**src/rtl/core/nsf_pkg.sv**
```systemverilog
// Package for the NMEA sentence framer.
// Holds request codes, trailer phases, the emitted byte record and the hex digit helper.
// No dependencies.
package nsf_pkg;

  localparam logic [1:0] REQ_CHAR  = 2'd0;
  localparam logic [1:0] REQ_FIELD = 2'd1;
  localparam logic [1:0] REQ_CLOSE = 2'd2;
  localparam logic [1:0] REQ_NONE  = 2'd3;

  localparam logic [7:0] CH_BANG   = 8'h21;
  localparam logic [7:0] CH_DOLLAR = 8'h24;
  localparam logic [7:0] CH_COMMA  = 8'h2C;
  localparam logic [7:0] CH_STAR   = 8'h2A;
  localparam logic [7:0] CH_CR     = 8'h0D;
  localparam logic [7:0] CH_LF     = 8'h0A;
  localparam logic [3:0] NIBBLE_MASK = 4'hF;

  typedef enum logic [2:0] {
    TR_STAR,
    TR_HI,
    TR_LO,
    TR_CR,
    TR_LF
  } trailer_t;

  typedef struct packed {
    logic [7:0] ch;
    logic       last;
    logic       send;
    logic [7:0] sum;
  } byte_t;

  function automatic logic [7:0] hex_digit(input logic [3:0] v);
    logic [3:0] n;
    n = v & NIBBLE_MASK;
    if (n < 4'd10) begin
      hex_digit = 8'h30 + {4'd0, n};
    end else begin
      hex_digit = 8'h41 + {4'd0, n} - 8'd10;
    end
  endfunction

endpackage

```
**src/rtl/core/nmea_sentence_framer_core.sv**
```systemverilog
// Top level of the NMEA 0183 sentence framer.
// Joins the byte sequencer nsf_seq and the output register nsf_out; uses nsf_pkg.
// Each request yields one byte per cycle while the output register is not stalled: a field character
// or field close yields one byte, two when it opens a sentence with its delimiter, and a sentence
// close yields five bytes (six when it opens the sentence), all emitted by the sequencer into
// the output register. Request code 3 is taken and dropped without output. A new request
// is taken in the cycle in which the last byte of the previous one enters the output register.
module nmea_sentence_framer_core (
  input  logic       clk,
  input  logic       rst,
  input  logic       in_valid,
  output logic       in_stall,
  input  logic [1:0] req_type,
  input  logic [7:0] char_byte,
  input  logic       encapsulated,
  output logic       out_valid,
  input  logic       out_stall,
  output logic [7:0] out_char,
  output logic       run_last,
  output logic       sentence_end,
  output logic [7:0] checksum_value
);

  logic           out_ready;
  logic           emit;
  nsf_pkg::byte_t emit_byte;

  nsf_seq u_seq (
    .clk          (clk),
    .rst          (rst),
    .in_valid     (in_valid),
    .in_stall     (in_stall),
    .req_type     (req_type),
    .char_byte    (char_byte),
    .encapsulated (encapsulated),
    .out_ready    (out_ready),
    .emit         (emit),
    .emit_byte    (emit_byte)
  );

  nsf_out u_out (
    .clk            (clk),
    .rst            (rst),
    .emit           (emit),
    .emit_byte      (emit_byte),
    .out_ready      (out_ready),
    .out_valid      (out_valid),
    .out_stall      (out_stall),
    .out_char       (out_char),
    .run_last       (run_last),
    .sentence_end   (sentence_end),
    .checksum_value (checksum_value)
  );

endmodule

```
**src/rtl/core/nsf_seq.sv**
```systemverilog
// Request holding register and byte sequencer of the NMEA sentence framer.
// Emits one sentence byte per cycle while the output register is ready, and keeps the sentence state and running XOR.
// Depends on nsf_pkg.
module nsf_seq (
  input  logic              clk,
  input  logic              rst,
  input  logic              in_valid,
  output logic              in_stall,
  input  logic [1:0]        req_type,
  input  logic [7:0]        char_byte,
  input  logic              encapsulated,
  input  logic              out_ready,
  output logic              emit,
  output nsf_pkg::byte_t    emit_byte
);

  logic                 hold_valid;
  logic [1:0]           hold_req;
  logic [7:0]           hold_ch;
  logic                 hold_enc;
  nsf_pkg::trailer_t    phase;
  nsf_pkg::trailer_t    phase_next;
  logic                 in_sentence;
  logic                 in_sentence_next;
  logic [7:0]           running_xor;
  logic [7:0]           running_xor_next;
  logic                 accept;

  assign emit     = hold_valid && out_ready;
  assign in_stall = hold_valid && !(emit && emit_byte.last);
  assign accept   = in_valid && !in_stall;

  always_comb begin
    emit_byte        = '0;
    phase_next       = phase;
    in_sentence_next = in_sentence;
    running_xor_next = running_xor;
    if (!in_sentence) begin
      emit_byte.ch     = hold_enc ? nsf_pkg::CH_BANG : nsf_pkg::CH_DOLLAR;
      emit_byte.sum    = 8'd0;
      in_sentence_next = 1'b1;
      running_xor_next = 8'd0;
    end else begin
      case (hold_req)
        nsf_pkg::REQ_CHAR: begin
          running_xor_next = running_xor ^ hold_ch;
          emit_byte.ch     = hold_ch;
          emit_byte.sum    = running_xor_next;
          emit_byte.last   = 1'b1;
        end
        nsf_pkg::REQ_FIELD: begin
          running_xor_next = running_xor ^ nsf_pkg::CH_COMMA;
          emit_byte.ch     = nsf_pkg::CH_COMMA;
          emit_byte.sum    = running_xor_next;
          emit_byte.last   = 1'b1;
        end
        default: begin
          emit_byte.sum = running_xor;
          case (phase)
            nsf_pkg::TR_STAR: begin
              emit_byte.ch = nsf_pkg::CH_STAR;
              phase_next   = nsf_pkg::TR_HI;
            end
            nsf_pkg::TR_HI: begin
              emit_byte.ch = nsf_pkg::hex_digit(running_xor[7:4]);
              phase_next   = nsf_pkg::TR_LO;
            end
            nsf_pkg::TR_LO: begin
              emit_byte.ch = nsf_pkg::hex_digit(running_xor[3:0]);
              phase_next   = nsf_pkg::TR_CR;
            end
            nsf_pkg::TR_CR: begin
              emit_byte.ch = nsf_pkg::CH_CR;
              phase_next   = nsf_pkg::TR_LF;
            end
            default: begin
              emit_byte.ch     = nsf_pkg::CH_LF;
              emit_byte.last   = 1'b1;
              emit_byte.send   = 1'b1;
              phase_next       = nsf_pkg::TR_STAR;
              in_sentence_next = 1'b0;
              running_xor_next = 8'd0;
            end
          endcase
        end
      endcase
    end
  end

  always_ff @(posedge clk) begin
    if (rst) begin
      hold_valid  <= 1'b0;
      phase       <= nsf_pkg::TR_STAR;
      in_sentence <= 1'b0;
      running_xor <= 8'd0;
    end else begin
      if (emit) begin
        phase       <= phase_next;
        in_sentence <= in_sentence_next;
        running_xor <= running_xor_next;
      end
      if (accept) begin
        hold_valid <= (req_type != nsf_pkg::REQ_NONE);
      end else if (emit && emit_byte.last) begin
        hold_valid <= 1'b0;
      end
    end
  end

  always_ff @(posedge clk) begin
    if (accept) begin
      hold_req <= req_type;
      hold_ch  <= char_byte;
      hold_enc <= encapsulated;
    end
  end

endmodule

```
**src/rtl/core/nsf_out.sv**
```systemverilog
// Output register of the NMEA sentence framer.
// Holds one emitted byte until the receiver takes it; depends on nsf_pkg.
module nsf_out (
  input  logic              clk,
  input  logic              rst,
  input  logic              emit,
  input  nsf_pkg::byte_t    emit_byte,
  output logic              out_ready,
  output logic              out_valid,
  input  logic              out_stall,
  output logic [7:0]        out_char,
  output logic              run_last,
  output logic              sentence_end,
  output logic [7:0]        checksum_value
);

  nsf_pkg::byte_t held;

  assign out_ready      = !out_valid || !out_stall;
  assign out_char       = held.ch;
  assign run_last       = held.last;
  assign sentence_end   = held.send;
  assign checksum_value = held.sum;

  always_ff @(posedge clk) begin
    if (rst) begin
      out_valid <= 1'b0;
    end else if (out_ready) begin
      out_valid <= emit;
    end
  end

  always_ff @(posedge clk) begin
    if (emit) begin
      held <= emit_byte;
    end
  end

endmodule

```
**config.mk**
```make
export PLATFORM = sky130hd
export DESIGN_NAME = nmea_sentence_framer_core
export DESIGN_NICKNAME = d
export VERILOG_FILES = /design/src/rtl/core/nsf_pkg.sv /design/src/rtl/core/nmea_sentence_framer_core.sv /design/src/rtl/core/nsf_seq.sv /design/src/rtl/core/nsf_out.sv
export SDC_FILE = /design/constraint.sdc
export NUM_CORES = 1
export LEC_CHECK = 0
export BUFFER_PORTS_ARGS = -buffer_cell sky130_fd_sc_hd__buf_2
export CAP_MARGIN = 40
export CORE_ASPECT_RATIO = 0.9
export CORE_MARGIN = 3
export CORE_UTILIZATION = 50
export DETAILED_ROUTE_END_ITERATION = 8
export PLACE_DENSITY_LB_ADDON = 0.1
export SYNTH_ARGS = -nofsm -noshare
export SYNTH_HDL_FRONTEND = slang
export SYNTH_SLANG_ARGS = --single-unit
```
**constraint.sdc**
```tcl
create_clock -name clk -period 1.82 [get_ports clk]
set_clock_uncertainty 0.2 [all_clocks]
set_input_delay 0.273 -clock clk [delete_from_list [all_inputs] [get_ports clk]]
set_output_delay 0.273 -clock clk [all_outputs]
set_load 0.02 [all_outputs]
```
==> metrics, run 1 <==
number of synthesized flops with an enable pin=29; fin crit period=approximately 1800 ps; status=completed; PwrDens=about 730 nW/um^2; n_diodes=0; # fillers=326; Req. time, crit path=~1600 ps; main flop type after synthesis=edfxtp_1; Max Fclk=roughly 570 MHz; Post-synth top cells=29 x edfxtp_1, 20 x a21oi_1, 18 x nor2_1, 14 x dfxtp_1; Synth area leaders=edfxtp_1 40%, dfxtp_1 13%, a21oi_1 4.5%, nor2_1 3.1%, o21ai_0 3.0%; die area=around 5200 um^2; first-pass GRT wire length=7940 um; WP data arrival=about 1600 ps; Setup-failing EPs final=0; I/O Buffers=34; Final Non-Filler Cells=approximately 330; largest net degree at the start of global routing=20; Cells after Synth=around 210; Core Footprint=between 4000 and 5000 um^2; CP max FO=7; Max transition margin=72.8%; maximum VDD drop=0.616 mV; DIE HEIGHT=about 70 um; residual DRC count=0; fraction of layout cells with a size suffix above 1=between 20 and 30%; Area growth syn-to-layout=27.0%; Global Route Usage Sum=about 20%; DR vias/cell=about 5.3; Post-Synthesis Cell Area=roughly 2200 um^2; CTS root buf=clkbuf_8; clock latency reported for the late side of the worst-skew pair=between 200 and 300 ps; antenna violations before repair=0; Worst Hold Class=input port to flop; crit path kind=flop to flop; asr flop ratio synth=0%; Cell Area, Placed=roughly 2600 um^2; leading area contributor after synthesis=edfxtp_1; post-DP HPWL=between 3000 and 4000 um; Slew Viols, Final=0; post-route core utilization=between 60 and 70%; Netlist cell types=50; vias in the first global route=approximately 1700; CTS tree=yes; Top-Level Pins=35; Yosys warnings=0; Wirelength per Cell=14.4 um; Die X=around 76 um; final hold vios=0; Iter 0 DRT Violations=roughly 120; drt total wl=4810 um; Rows=22; CTS Buf Count=5; most frequent cell after synthesis=edfxtp_1; gr ovfl total=0; cell area after layout=~2800 um^2; CTS clk-pin slew, worst paths=70 ps; drt pass-1 iters=4; syn_nets=about 230; Slew @ Worst Pin=between 400 and 500 ps; syn_area_per_cell=10.4 um^2; setup TNS=0 ps; endpoint class of the critical path=flop; post-synthesis sequential area ratio=a little over half; clock sinks=43; antenna-violating nets left=0; setup repair after global routing missed its margin=true; period utilization=between 90% and 100%; leak pwr=~0.0011 uW; Pwr Total=approximately 2000 uW; MaxCap Viol Count=0; clk buf depth=2; GP Congestion=0.943; post-synth top area share=about two fifths; number of H-tree levels=2; fin nets=around 290; startpoint types=flop; Cells after DPL=about 320; number of synthesized register bits=between 40 and 50; Initial Utilization=between 50% and 60%; DR vias=1771
-- cell usage in the layout, fill, tap and decap left out, types with 5 or more instances in the layout --
cell,instances
dlygate4sd3_1,11
nor2b_1,5
a21oi_1,20
o21ai_0,13
nand2_1,11
edfxtp_1,29
buf_4,22
inv_1,13
nor2_1,18
nand2b_1,7
dfxtp_1,13
clkbuf_8,5
xnor2_1,5
buf_2,33
and2_1,6
-- worst paths after layout --
check	startpoint	end	slack (ps)	cells after the start
max	u_seq.running_xor[1]$_SDFFE_PP0P_	u_out.out_char[0]$_DFFE_PP_	50	5
min	in_valid	u_seq.hold_valid$_SDFFE_PP0P_	30	3
max reg2reg	u_seq.running_xor[1]$_SDFFE_PP0P_	u_out.out_char[0]$_DFFE_PP_	50	5
min reg2reg	u_seq.running_xor[4]$_SDFFE_PP0P_	u_seq.running_xor[4]$_SDFFE_PP0P_	300	1
-- per-layer routing --
layer | vias up | share of wire [%] | routed length (um) | track usage (%)
li1 | 890 | - | - | -
met1 | 810 | 45 | 2180 | 24.2
met2 | 63 | 47 | 2250 | 35.4
met3 | 8 | 6.5 | 311 | 5.19
met4 | 0 | 1.4 | 69 | 6.79
met5 | - | 0 | 0 | 0
-- stage by stage --
stage          worst slack (ps)  hold WS (ps)
2_1_floorplan              14.9           145
3_3_place_gp               62.8           249
3_5_place_dp               48.1           251
4_1_cts                    25.3          23.9
5_1_grt                   -27.2          46.3
6_report                   53.7          29.1
-- registers in the layout, indices dropped and copies added, names as in the netlist --
register,count
u_out.checksum_value,8
u_out.out_char,8
u_seq.hold_ch,8
u_seq.running_xor,8
u_seq.phase,3
u_seq.hold_req,2
u_out.out_valid,1
u_out.run_last,1
u_out.sentence_end,1
u_seq.hold_enc,1
u_seq.hold_valid,1
u_seq.in_sentence,1
-- kinds of logic (layout without fill, tap and decap cells) --
family	after synthesis	after routing	synth area share (%)
mux	1	1	0.455
simple gates	69	69	19.3
flops	43	43	52.3
xor+xnor	6	6	2.39
compound gates	64	64	18.6
fa+ha+maj	2	2	1.14
buf+inv	26	89	5.85
-- worst max-delay path: stages, from the launching register on --
cell      delay, ps
dfxtp_1         320
buf_6           130
o21a_1          180
or3_1           310
a32oi_1         220
o221ai_1        140
-- power breakdown --
part	switching (uW)	leakage (uW)	internal, uW
Clock	283	0.0000383	264
Sequential	35.0	0.000388	1100
Combinational	194	0.000639	150
-- area by class of cell --
cell class                 count  area [um^2]  area share, %
clock buffer                   7         76.3           2.73
timing repair buffer          69          492           17.6
tap                           60         75.1           2.68
sequential                    43         1150           41.2
multi-input combinational    142          952           34.0
inverter                      13         48.8           1.74
-- what timing repair did --
action | in CTS | in global routing
hold buffers | 11 | 0
setup buffers | 1 | 0
hold endpoints to repair | 11 | 0
setup endpoints to repair | 1 | 7
pin swaps | 0 | 1
gates resized for setup | 0 | 6
No activity file was read; power rests on OpenSTA's default activity.
==> run 2, diff against run 1 <==
--- a/config.mk
+++ b/config.mk
@@ -11,7 +11,10 @@
 export CORE_MARGIN = 3
 export CORE_UTILIZATION = 50
 export DETAILED_ROUTE_END_ITERATION = 8
+export GPL_TIMING_DRIVEN = 0
 export PLACE_DENSITY_LB_ADDON = 0.1
+export SETUP_SLACK_MARGIN = 0.5
+export SLEW_MARGIN = 30
 export SYNTH_ARGS = -nofsm -noshare
 export SYNTH_HDL_FRONTEND = slang
 export SYNTH_SLANG_ARGS = --single-unit
==> run 2 against run 1 <==
  * The run now ends with setup timing left
  * Clock power grew 25%
  * Count of clock-buffer cells in the layout grew 1
  * Total power grew 20%
  * Sequential power is essentially flat
  * Largest power group unchanged
  * Sequential cell count is the same
  * Highest routed layer unchanged
  * Final area grew 33%
==> metrics, run 2 (synthesis gave the netlist of run 1 again) <==
violated checks=setup timing; leak pwr=0.00145 uW (+36%); CTS tree=yes; Setup-failing EPs final=1 (+1); CTS Buf Count=5 (unchanged); Initial Utilization=53.0% (unchanged); Hold WS=15.4 ps (-13.7 ps); Post-Place Setup Slack=-36.9 ps (-85.1 ps); startpoint types=flop; worst reg-to-reg setup slack=-60 ps (-110 ps); Sw Ratio=28.1% (+2.8 points); clock latency reported for the late side of the worst-skew pair=310 ps (+20 ps); CP startpoint=u_seq.running_xor[1]$_SDFFE_PP0P_; clock share of power=28.0% (+1.1 points); vias in the first global route=1826 (+10%); CP endpoint=u_out.out_char[2]$_DFFE_PP_; fraction of layout cells with a size suffix above 1=59.0% (+31 points); Iter 0 DRT Violations=311 (+170%); Cell Area, Placed=2610 um^2 (+0.92%); DR vias/cell=5.84 (+10%); Crit Reg-Reg Endpoint=u_out.out_char[2]$_DFFE_PP_; Top-Level Pins=35 (unchanged); MaxCap Viol Count=0 (unchanged); Wirelength per Cell=20.1 um (+40%); clock sinks=43 (unchanged); CTS root buf=clkbuf_8; DIE HEIGHT=69.0 um (unchanged); I/O Buffers=34 (unchanged); fin nets=328 (+13%); Critical R2R Launch=u_seq.running_xor[1]$_SDFFE_PP0P_; n_diodes=0 (unchanged); maximum VDD drop=0.667 mV (+8.2%); fin crit period=1880 ps (+111 ps); first-pass GRT wire length=9690 um (+22%); drt pass-1 iters=5 (+1); gr ovfl total=0 (unchanged); endpoint class of the critical path=flop; final hold vios=0 (unchanged); Global Route Usage Sum=25.0% (+5.0 points); Die X=76.0 um (unchanged); CP max FO=5 (-2); CTS clk-pin slew, worst paths=80 ps (about the same); Slew Viols, Final=0 (unchanged); setup repair after global routing missed its margin=true; worst-path cell chain=buf_6, inv_4, ha_4, and4b_2, o31ai_1, a21oi_1, o21a_1; number of H-tree levels=2 (unchanged); Max transition margin=57.0% (-16 points); Max Fclk=533 MHz (-5.9%); period utilization=103% (+6.1 points); # fillers=160 (-51%); status=complete, but fails checks; cell area after layout=3730 um^2 (+33%); PwrDens=654 nW/um^2 (-10%); Core Footprint=4160 um^2 (unchanged); Area growth syn-to-layout=69.2%; Req. time, crit path=1680 ps (+40 ps); post-DP HPWL=3430 um (-3.6%); drt total wl=7490 um (+56%); Seq pwr share=47.1% (-9.0 points); residual DRC count=0 (unchanged); crit path kind=flop to flop; Switch Pwr=684 uW (+33%); most frequent cells in the layout=40 x buf_6, 29 x edfxtp_1, 28 x buf_2; Logic pwr share=24.9% (+8.0 points); Rows=22 (unchanged); GP Congestion=0.966 (+2.4%); WP data arrival=1740 ps (+150 ps); delay of the slowest cell on the worst path=330 ps (about the same); die area=5240 um^2 (unchanged); DR vias=2171 (+23%); Worst Hold Class=input port to flop; R2R cell count=7 (+2); most common cell after layout, fill and taps aside=buf_6; antenna violations before repair=0 (unchanged); largest net degree at the start of global routing=13 (-35%); antenna-violating nets left=0 (unchanged); internal power=1750 uW (+15%); Worst path slowest cell=dfxtp_2; worst setup slack after layout=-56.9 ps (-111 ps); Slew @ Worst Pin=645 ps (+238 ps); clk buf depth=2 (unchanged)
==> run 2: what timing repair did <==
action,4_1_cts,5_1_grt
hold buffers,11,0
gates cloned,5,0
setup endpoints to repair,61,61
hold endpoints to repair,11,0
setup buffers,27,16
resized for setup,43,78
pin swaps,28,22
==> run 2: worst max-delay path, delay by kind of cell, from the launching register on <==
kind,cells,cell delay [ps]
buffers and inverters,2,150
DFF,1,330
AOI/OAI and AO/OA,3,540
adders and majority gates,1,170
and+or+nand+nor,1,230
==> run 2: power by group through the flow <==
stage                     sequential, uW  combinational, uW  clock [uW]
after floorplan                     1190                194           0
after global placement              1160                315           0
after detailed placement            1160                317           0
after CTS                           1140                466         671
after global routing                1150                635         728
final                               1150                606         683
==> run 2: area by class of cell <==
cell class | count | area (um^2) | share of cell area [%]
Multi-Input combinational cell | 143 | 1310 | 35.2
Timing Repair Buffer | 92 | 887 | 23.8
Tap cell | 60 | 75.1 | 2.01
Inverter | 13 | 53.8 | 1.44
Buffer | 13 | 128 | 3.43
Clock buffer | 8 | 100 | 2.69
Sequential cell | 43 | 1170 | 31.5
==> run 2: worst min-delay path by stage <==
stage / start / end / slack, ps / cells past startpoint
floorplan: rst / u_seq.in_sentence$_SDFFE_PP0P_ / 140 / 1
global placement: encapsulated / u_seq.hold_enc$_DFFE_PP_ / 250 / 1
detailed placement: char_byte[3] / u_seq.hold_ch[3]$_DFFE_PP_ / 250 / 1
CTS: in_valid / u_seq.hold_valid$_SDFFE_PP0P_ / 10 / 3
global route: rst / u_seq.in_sentence$_SDFFE_PP0P_ / 30 / 2
finish: in_valid / u_seq.hold_valid$_SDFFE_PP0P_ / 20 / 3
==> run 2: routing by layer <==
metal	global-route usage [%]	part of all wire, %	vias to the layer above
li1	-	-	970
met1	30.4	38	1034
met2	44.6	50	142
met3	4.81	7.4	25
met4	10.6	3.7	0
met5	0	0	-
==> run 2: through the flow <==
step / TNS (ps) / util, % / cells / total power (uW)
after floorplan: 0 / - / 211 / 1390
after global placement: -40.6 / 62.7 / 305 / 1480
after detailed placement: -98.9 / 62.7 / 305 / 1480
after CTS: 0 / 79.5 / 356 / 2280
after global routing: -140 / 89.6 / 372 / 2510
final: -56.9 / 89.6 / 372 / 2440
==> run 3, diff against run 2 <==
--- a/config.mk
+++ b/config.mk
@@ -9,7 +9,7 @@
 export CAP_MARGIN = 40
 export CORE_ASPECT_RATIO = 0.9
 export CORE_MARGIN = 3
-export CORE_UTILIZATION = 50
+export CORE_UTILIZATION = 45
 export DETAILED_ROUTE_END_ITERATION = 8
 export GPL_TIMING_DRIVEN = 0
 export PLACE_DENSITY_LB_ADDON = 0.1
==> run 3 against run 2 <==
  * The flow now finishes without violations
  * Via count is 9.9% lower
  * Utilization decreased by 14 points
  * Wire length fell by 16%
  * Largest power group unchanged
  * Highest routed layer unchanged
==> metrics, run 3 (synthesis gave the netlist of run 1 again) <==
Wirelength per Cell=17.5 um (-13%); PwrDens=661 nW/um^2 (+1.1%); die area=5770 um^2 (+10%); Final Non-Filler Cells=362 (-2.7%); leak pwr=0.00135 uW (-7.0%); Req. time, crit path=1690 ps (about the same); post-DP HPWL=3560 um (+3.6%); endpoint class of the critical path=flop; final hold vios=0 (unchanged); most frequent cells in the layout=31 x buf_6, 29 x edfxtp_1, 26 x buf_2; number of H-tree levels=2 (unchanged); CP max FO=4 (-1); residual DRC count=0 (unchanged); drt total wl=6330 um (-16%); fin nets=316 (-3.7%); largest net degree at the start of global routing=13 (unchanged); DR vias/cell=5.40 (-7.4%); # fillers=286 (+79%); Iter 0 DRT Violations=173 (-44%); Worst Hold Class=input port to flop; Die X=79.7 um (+5.0%); antenna violations before repair=0 (unchanged); Global Route Usage Sum=22.7% (-2.3 points); n_diodes=0 (unchanged); maximum VDD drop=0.510 mV (-24%); antenna-violating nets left=0 (unchanged); startpoint types=flop; Slew @ Worst Pin=602 ps (-42.9 ps); Core Footprint=4580 um^2 (+10%); clk buf depth=2 (unchanged); setup repair after global routing missed its margin=true; CTS Buf Count=5 (unchanged); Top-Level Pins=35 (unchanged); Setup-failing EPs final=0 (-1); Initial Utilization=48.1% (-4.9 points); MaxCap Viol Count=0 (unchanged); gr ovfl total=0 (unchanged); clock sinks=43 (unchanged); clock latency reported for the late side of the worst-skew pair=310 ps (about the same); GP Congestion=0.899 (-6.9%); CTS root buf=clkbuf_8; most common cell after layout, fill and taps aside=buf_6; Max Fclk=568 MHz (+6.5%); setup TNS=0 ps (+56.9 ps); post-route core utilization=75.7% (-14 points); CTS tree=yes; Post-Place Setup Slack=-108 ps (-71.2 ps); fraction of layout cells with a size suffix above 1=52.7% (-6.3 points); DIE HEIGHT=72.4 um (+4.9%); drt pass-1 iters=4 (-1); fin crit period=1760 ps (-115 ps); Rows=23 (+4.5%); CTS clk-pin slew, worst paths=80 ps (about the same); vias in the first global route=1846 (+1.1%); sequential cell area=1170 um^2 (+0.11%); Max transition margin=59.9% (+2.9 points); area of the multi-input gates=1240 um^2 (-5.1%); I/O Buffers=34 (unchanged); worst setup slack after layout=58.1 ps (+115 ps); first-pass GRT wire length=9630 um (-0.64%); Cells after DPL=307 (+0.66%); Slew Viols, Final=0 (unchanged); Area growth syn-to-layout=57.2%; DR vias=1956 (-9.9%); status=completed; period utilization=96.8% (-6.3 points); crit path kind=flop to flop; WP data arrival=1630 ps (-110 ps)
-- run 3: area by class of cell --
| cell class | count | share of cell area [%] |
|---|---|---|
| Timing Repair Buffer | 80 | 20.6 |
| Tap cell | 62 | 2.24 |
| Clock inverter | 1 | 0.108 |
| Buffer | 13 | 3.29 |
| Clock buffer | 7 | 2.49 |
| Sequential cell | 43 | 33.9 |
| Multi-Input combinational cell | 143 | 35.9 |
| Inverter | 13 | 1.48 |
-- run 3: timing repair --
| action | CTS | global route |
|---|---|---|
| pin swaps | 16 | 23 |
| gates cloned | 4 | 0 |
| gates resized for setup | 45 | 50 |
| buffers inserted | 23 | 9 |
| hold buffers | 11 | 0 |
| endpoints found under the hold margin | 11 | 0 |
| setup endpoints to repair | 62 | 70 |
-- run 3: power by group --
part / internal, uW / leakage, uW / switching (uW)
Combinational: 251 / 0.000913 / 261
Sequential: 1100 / 0.000392 / 45.6
Clock: 304 / 0.0000459 / 326
-- run 3: worst paths after layout --
| kind | start | end | slack (ps) | cells past startpoint |
|---|---|---|---|---|
| setup / recovery | u_seq.running_xor[1]$_SDFFE_PP0P_ | u_out.out_char[2]$_DFFE_PP_ | 60 | 7 |
| setup reg to reg | u_seq.running_xor[1]$_SDFFE_PP0P_ | u_out.out_char[2]$_DFFE_PP_ | 60 | 7 |
| hold reg to reg | u_seq.running_xor[4]$_SDFFE_PP0P_ | u_seq.running_xor[4]$_SDFFE_PP0P_ | 290 | 1 |
| hold / removal | in_valid | u_seq.hold_valid$_SDFFE_PP0P_ | 2 | 3 |
-- run 3: stage by stage --
step	total power [uW]	hold WS, ps	cell area [um^2]
floorplan	1390	144	2360
global placement	1480	249	2610
detailed placement	1480	251	2610
CTS	2220	7.53	3210
global route	2400	32.3	3460
finish	2290	2.42	3460
-- run 3: worst max-delay path, cell delays in order, from the launching register on --
cell and delay (ps):
dfxtp_2 320, buf_6 110, inv_4 40, ha_4 150
and4b_2 220, o31ai_2 190, a21oi_1 100, o21a_1 190
-- run 3: per-layer routing --
metal  part of all wire, %  global-route usage, %  vias to the layer above
li1                      -                      -                      946
met1                    41                   29.7                      923
met2                    50                   37.6                       75
met3                   7.0                   4.96                       12
met4                   2.1                   7.50                        0
met5                     0                      0                        -
